File: src/sv/asid_bitmap_allocator_macros.svh
// ----------------------------------------------------------------------------
// Assertion macros for the address-space identifier allocator.
// Each macro expects clk_i and rst_ni to be visible where it is used.
// ----------------------------------------------------------------------------
`ifndef ASID_BITMAP_ALLOCATOR_MACROS_SVH
`define ASID_BITMAP_ALLOCATOR_MACROS_SVH

// Same-cycle implication, disabled while reset is asserted.
`define ABAL_ASSERT_IMP(lbl, ante, cons, msg) \
  lbl: assert property (@(posedge clk_i) disable iff (!rst_ni) (ante) |-> (cons)) \
    else $error(msg);

// Next-cycle implication, disabled while reset is asserted.
`define ABAL_ASSERT_NXT(lbl, ante, cons, msg) \
  lbl: assert property (@(posedge clk_i) disable iff (!rst_ni) (ante) |=> (cons)) \
    else $error(msg);

`endif

File: src/sv/abal_pkg.sv
// ----------------------------------------------------------------------------
// abal_pkg
// Shared types and constants of the address-space identifier allocator.
// ----------------------------------------------------------------------------
`default_nettype none

package abal_pkg;

  // Field widths of the request and response.
  localparam int unsigned ASID_W    = 16;
  localparam int unsigned KIND_W    = 2;
  localparam int unsigned GEN_W     = 64;

  // The used map is kept as words of this many bits.
  localparam int unsigned WORD_W    = 64;
  localparam int unsigned BIT_IDX_W = 6;

  // Defaults and reset values.
  localparam int unsigned      NUM_ASIDS_DEF = 65536;
  localparam logic [ASID_W-1:0] ASID_MAX_RST = 16'hFFFF;
  localparam logic [GEN_W-1:0]  GEN_RST      = 64'd1;

  // Request kinds.
  typedef enum logic [KIND_W-1:0] {
    KIND_ALLOC  = 2'd0,
    KIND_FREE   = 2'd1,
    KIND_NEWGEN = 2'd2
  } kind_e;

  // Response status codes.
  typedef enum logic {
    STATUS_OK  = 1'b0,
    STATUS_ERR = 1'b1
  } status_e;

  typedef struct packed {
    logic [KIND_W-1:0] kind;
    logic [ASID_W-1:0] asid;
  } req_t;

  typedef struct packed {
    logic              status;
    logic [ASID_W-1:0] asid_res;
    logic [GEN_W-1:0]  generation;
  } rsp_t;

endpackage

`default_nettype wire

File: src/sv/abal_free_find.sv
// ----------------------------------------------------------------------------
// abal_free_find
// Finds the lowest clear bit of one used-map word, in two levels: first the
// lowest byte that holds a clear bit, then the lowest clear bit inside it.
// ----------------------------------------------------------------------------
`default_nettype none

module abal_free_find (
  input  logic [abal_pkg::WORD_W-1:0]    word_i,
  output logic                           found_o,
  output logic [abal_pkg::BIT_IDX_W-1:0] idx_o
);
  import abal_pkg::*;

  localparam int unsigned GRP_W   = 8;
  localparam int unsigned NGRP    = WORD_W / GRP_W;
  localparam int unsigned GRP_IDX = $clog2(NGRP);
  localparam int unsigned SUB_IDX = $clog2(GRP_W);

  logic [NGRP-1:0]    grp_free;
  logic [GRP_IDX-1:0] grp_sel;
  logic [GRP_W-1:0]   grp_word;
  logic [SUB_IDX-1:0] bit_sel;

  // A group holds a free identifier when not all of its bits are set.
  always_comb begin
    for (int g = 0; g < NGRP; g++) begin
      grp_free[g] = ~&word_i[g*GRP_W +: GRP_W];
    end
  end

  // Lowest group with a free bit.
  always_comb begin
    grp_sel = '0;
    for (int g = NGRP - 1; g >= 0; g--) begin
      if (grp_free[g]) begin
        grp_sel = GRP_IDX'(g);
      end
    end
  end

  assign grp_word = word_i[grp_sel*GRP_W +: GRP_W];

  // Lowest clear bit inside the chosen group.
  always_comb begin
    bit_sel = '0;
    for (int b = GRP_W - 1; b >= 0; b--) begin
      if (!grp_word[b]) begin
        bit_sel = SUB_IDX'(b);
      end
    end
  end

  assign found_o = |grp_free;
  assign idx_o   = {grp_sel, bit_sel};

endmodule

`default_nettype wire

File: config.mk
export PLATFORM = sky130hd
export DESIGN_NAME = abal_free_find
export DESIGN_NICKNAME = d
export VERILOG_FILES = /design/src/sv/asid_bitmap_allocator_macros.svh /design/src/sv/abal_pkg.sv /design/src/sv/abal_free_find.sv
export SDC_FILE = /design/constraint.sdc
export NUM_CORES = 1
export LEC_CHECK = 0
export ABC_CLOCK_PERIOD_IN_PS = 3730
export BUFFER_PORTS_ARGS = -buffer_cell sky130_fd_sc_hd__buf_2
export CAP_MARGIN = 20
export CORE_UTILIZATION = 35
export DETAILED_ROUTE_END_ITERATION = 8
export PLACE_DENSITY = 0.73
export REMOVE_ABC_BUFFERS = 1
export SYNTH_ARGS = -nofsm -noshare
export SYNTH_HDL_FRONTEND = slang
export SYNTH_SLANG_ARGS = --single-unit
File: constraint.sdc
create_clock -name vclk -period 3.73
set_input_delay 0.373 -clock vclk [all_inputs]
set_output_delay 0.373 -clock vclk [all_outputs]
set_load 0.02 [all_outputs]
==> summary.md <==
| Metric | Value |
|---|---|
| Max cap viols | `0` |
| Antenna-violating nets left | `0` |
| WS Path Type | `in2out` |
| Initial Util | `38.4%` |
| Crit-path max FO | `14` |
| Setup TNS | `0 ns` |
| Hold slack | `1.26 ns` |
| Sequential element share of the synthesized area | `0%` |
| Vias per inst | `6.09` |
| Number of global-route vias before repair | `1,237` |
| CP required | `3.36 ns` |
| Worst IR Drop VDD | `36.4 uV` |
| Diode count | `0` |
| Hold endpoint | `idx_o[0]` |
| Initial antenna violation count | `0` |
| Fin crit share | `93.6%` |
| # port buffers | `71` |
| Post-DP HPWL | `2910 um` |
| Post-CTS setup buffer count | `0` |
| Post-DR wirelength/cell | `15.3 um` |
| Slowest CP cell | `or4_1` |
| Synth area leaders | `o21ai_0, nand4_1, mux2i_1` |
| Via count | `1,327` |
| F_max | `287 MHz` |
| Leakage power | `0.000505 uW` |
| Final WL | `3340 um` |
| Beginning of the worst hold path | `word_i[0]` |
| Status | `finished, final reports clean` |
| Largest net degree at the start of global routing | `15` |
| Die height | `49.1 um` |
| Crit path time final | `3.49 ns` |
| DIE WIDTH | `49.1 um` |
| Fin nets | `257` |
| Clock buffer count | `0` |
| Family with the most delay on the worst path | `compound AO/OA/AOI/OAI gates` |
| Yosys warnings | `0` |
| Setup violators final | `0` |
| Final Hold Viols | `0` |
| Critical Path AT | `3.12 ns` |
| Avg Cell Area, Syn | `6.47 um^2` |
| Area share of the largest cell type after synthesis | `15.5%` |
| Routability congestion estimate | `0.914` |
| Slew Viols, Final | `0` |
| RSZ-0062 raised after global routing | `false` |
| Area of the core | `0.00202 mm^2` |
| Share of cells above drive strength 1 | `45.0%` |
| CP bufs+invs | `2` |
| Num rows | `16` |
| Placement Setup Slack | `0.256 ns` |
| Most used cell, CP | `buf_2` |
| Max-Slew Margin vs Limit | `66.5%` |
| GRT overflow | `0` |
| PostCTS Resize Cnt | `0` |
| P&R area growth vs syn | `51.0%` |
| CTS hold repair buffers | `0` |
| Sequential cell area | `0 um^2` |
| I/O Pins | `71` |
| Critical path's largest stage delay | `0.62 ns` |
| Die footprint | `0.00241 mm^2` |
| Worst setup SP type | `primary input` |
| Synth area leader | `o21ai_0` |
| Netlist cell types | `41` |
| DRC Markers | `0` |
| Seq cells | `0` |
| Crit. End Element | `output port` |
| Worst setup margin | `0.240 ns` |
| DR pass1 iterations | `4` |
| Overall Global Routing Usage | `27.0%` |
| Mapped Cells | `120` |
| Cell Area, Synth | `777 um^2` |
| Worst Hold Depth | `5` |
| Power Density | `67.0 mW/mm^2` |
| Initial DRC count | `29` |
| CP Cell Sequence | `buf_2 -> nand4_1 -> or4_1 -> a211o_1 -> o21a_1 -> o221ai_2 -> or3b_1 -> a211oi_2 -> a2bb2oi_2 -> buf_2` |
| Min-delay worst type | `in2out` |
| Slew at the pin closest to its max-slew limit | `0.490 ns` |
| First-pass GRT wire length | `5210 um` |
==> through the flow <==
stage | instance area (um^2) | util (%) | power [uW] | instances
after floorplan | 747 | - | 28.1 | 115
after global placement | 1170 | 58.0 | 75.5 | 218
after detailed placement | 1170 | 58.0 | 77.4 | 218
after CTS | 1170 | 58.0 | 77.7 | 218
after global routing | 1170 | 58.0 | 85.9 | 218
final | 1170 | 58.0 | 78.6 | 218
==> how the worst max path moves through the flow <==
stage | start | end | slack [ns] | cells after the start
floorplan | word_i[7] | idx_o[2] | 0.29 | 9
global placement | word_i[31] | idx_o[0] | 0.33 | 10
detailed placement | word_i[16] | idx_o[0] | 0.26 | 10
CTS | word_i[16] | idx_o[0] | 0.25 | 10
global route | word_i[31] | idx_o[0] | 0.10 | 10
finish | word_i[31] | idx_o[0] | 0.24 | 10
==> cell type report <==
cell class / count / area [um^2]
fillers: 223 / 848
inverters: 4 / 15.0
well taps: 27 / 33.8
repair buffers: 76 / 393
multi-input cells: 111 / 732
==> kinds of logic after synthesis <==
| logic type | after synthesis | share of synthesized area [%] |
|---|---|---|
| compound gates | 56 | 49.4 |
| simple gates | 50 | 38.3 |
| buf+inv | 9 | 5.80 |
| mux | 5 | 6.44 |
==> power by group <==
group	switching [uW]	internal [uW]	total [uW]
clock network	0	0	0
registers	0	0	0
logic	39.2	39.4	78.6
==> synthesized netlist by cell type, drive strengths merged (2+ instances only) <==
cell     instances
nand3            2
or2              3
a211oi           6
o21a             5
or4              3
buf              4
nor4             2
and4             2
nor3             3
nor2            10
inv              4
a211o            3
o21ai           25
nand4           14
mux2i            5
a21oi            4
nand2            6
a2111oi          2
==> cells in the final DEF (no fill, tap or decap), drive strengths merged <==
| master | instances |
|---|---|
| or3b | 1 |
| o32ai | 1 |
| o31a | 1 |
| a311oi | 1 |
| o21a | 5 |
| a221o | 1 |
| nor4b | 1 |
| buf | 76 |
| a211o | 3 |
| a221oi | 1 |
| o2bb2a | 1 |
| and2 | 1 |
| nor4 | 2 |
| or4 | 3 |
| o221ai | 1 |
| nor3 | 3 |
| inv | 4 |
| o211ai | 1 |
| and4 | 2 |
| and4bb | 1 |
| o21ai | 25 |
| nand3 | 2 |
| a2111oi | 2 |
| mux2i | 5 |
| a21boi | 1 |
| or2 | 3 |
| a2bb2oi | 1 |
| o21bai | 1 |
| nor3b | 1 |
| nand4 | 14 |
| a21oi | 4 |
| a211oi | 6 |
| nand2 | 6 |
| nor2 | 10 |
==> layer usage <==
layer	wire length, um	vias to the layer above	track usage, %
li1	-	636	-
met1	1390	601	32.8
met2	1600	78	48.6
met3	273	12	3.12
met4	79	0	8.33
met5	0	-	0
No activity file was read; power rests on OpenSTA's default activity.
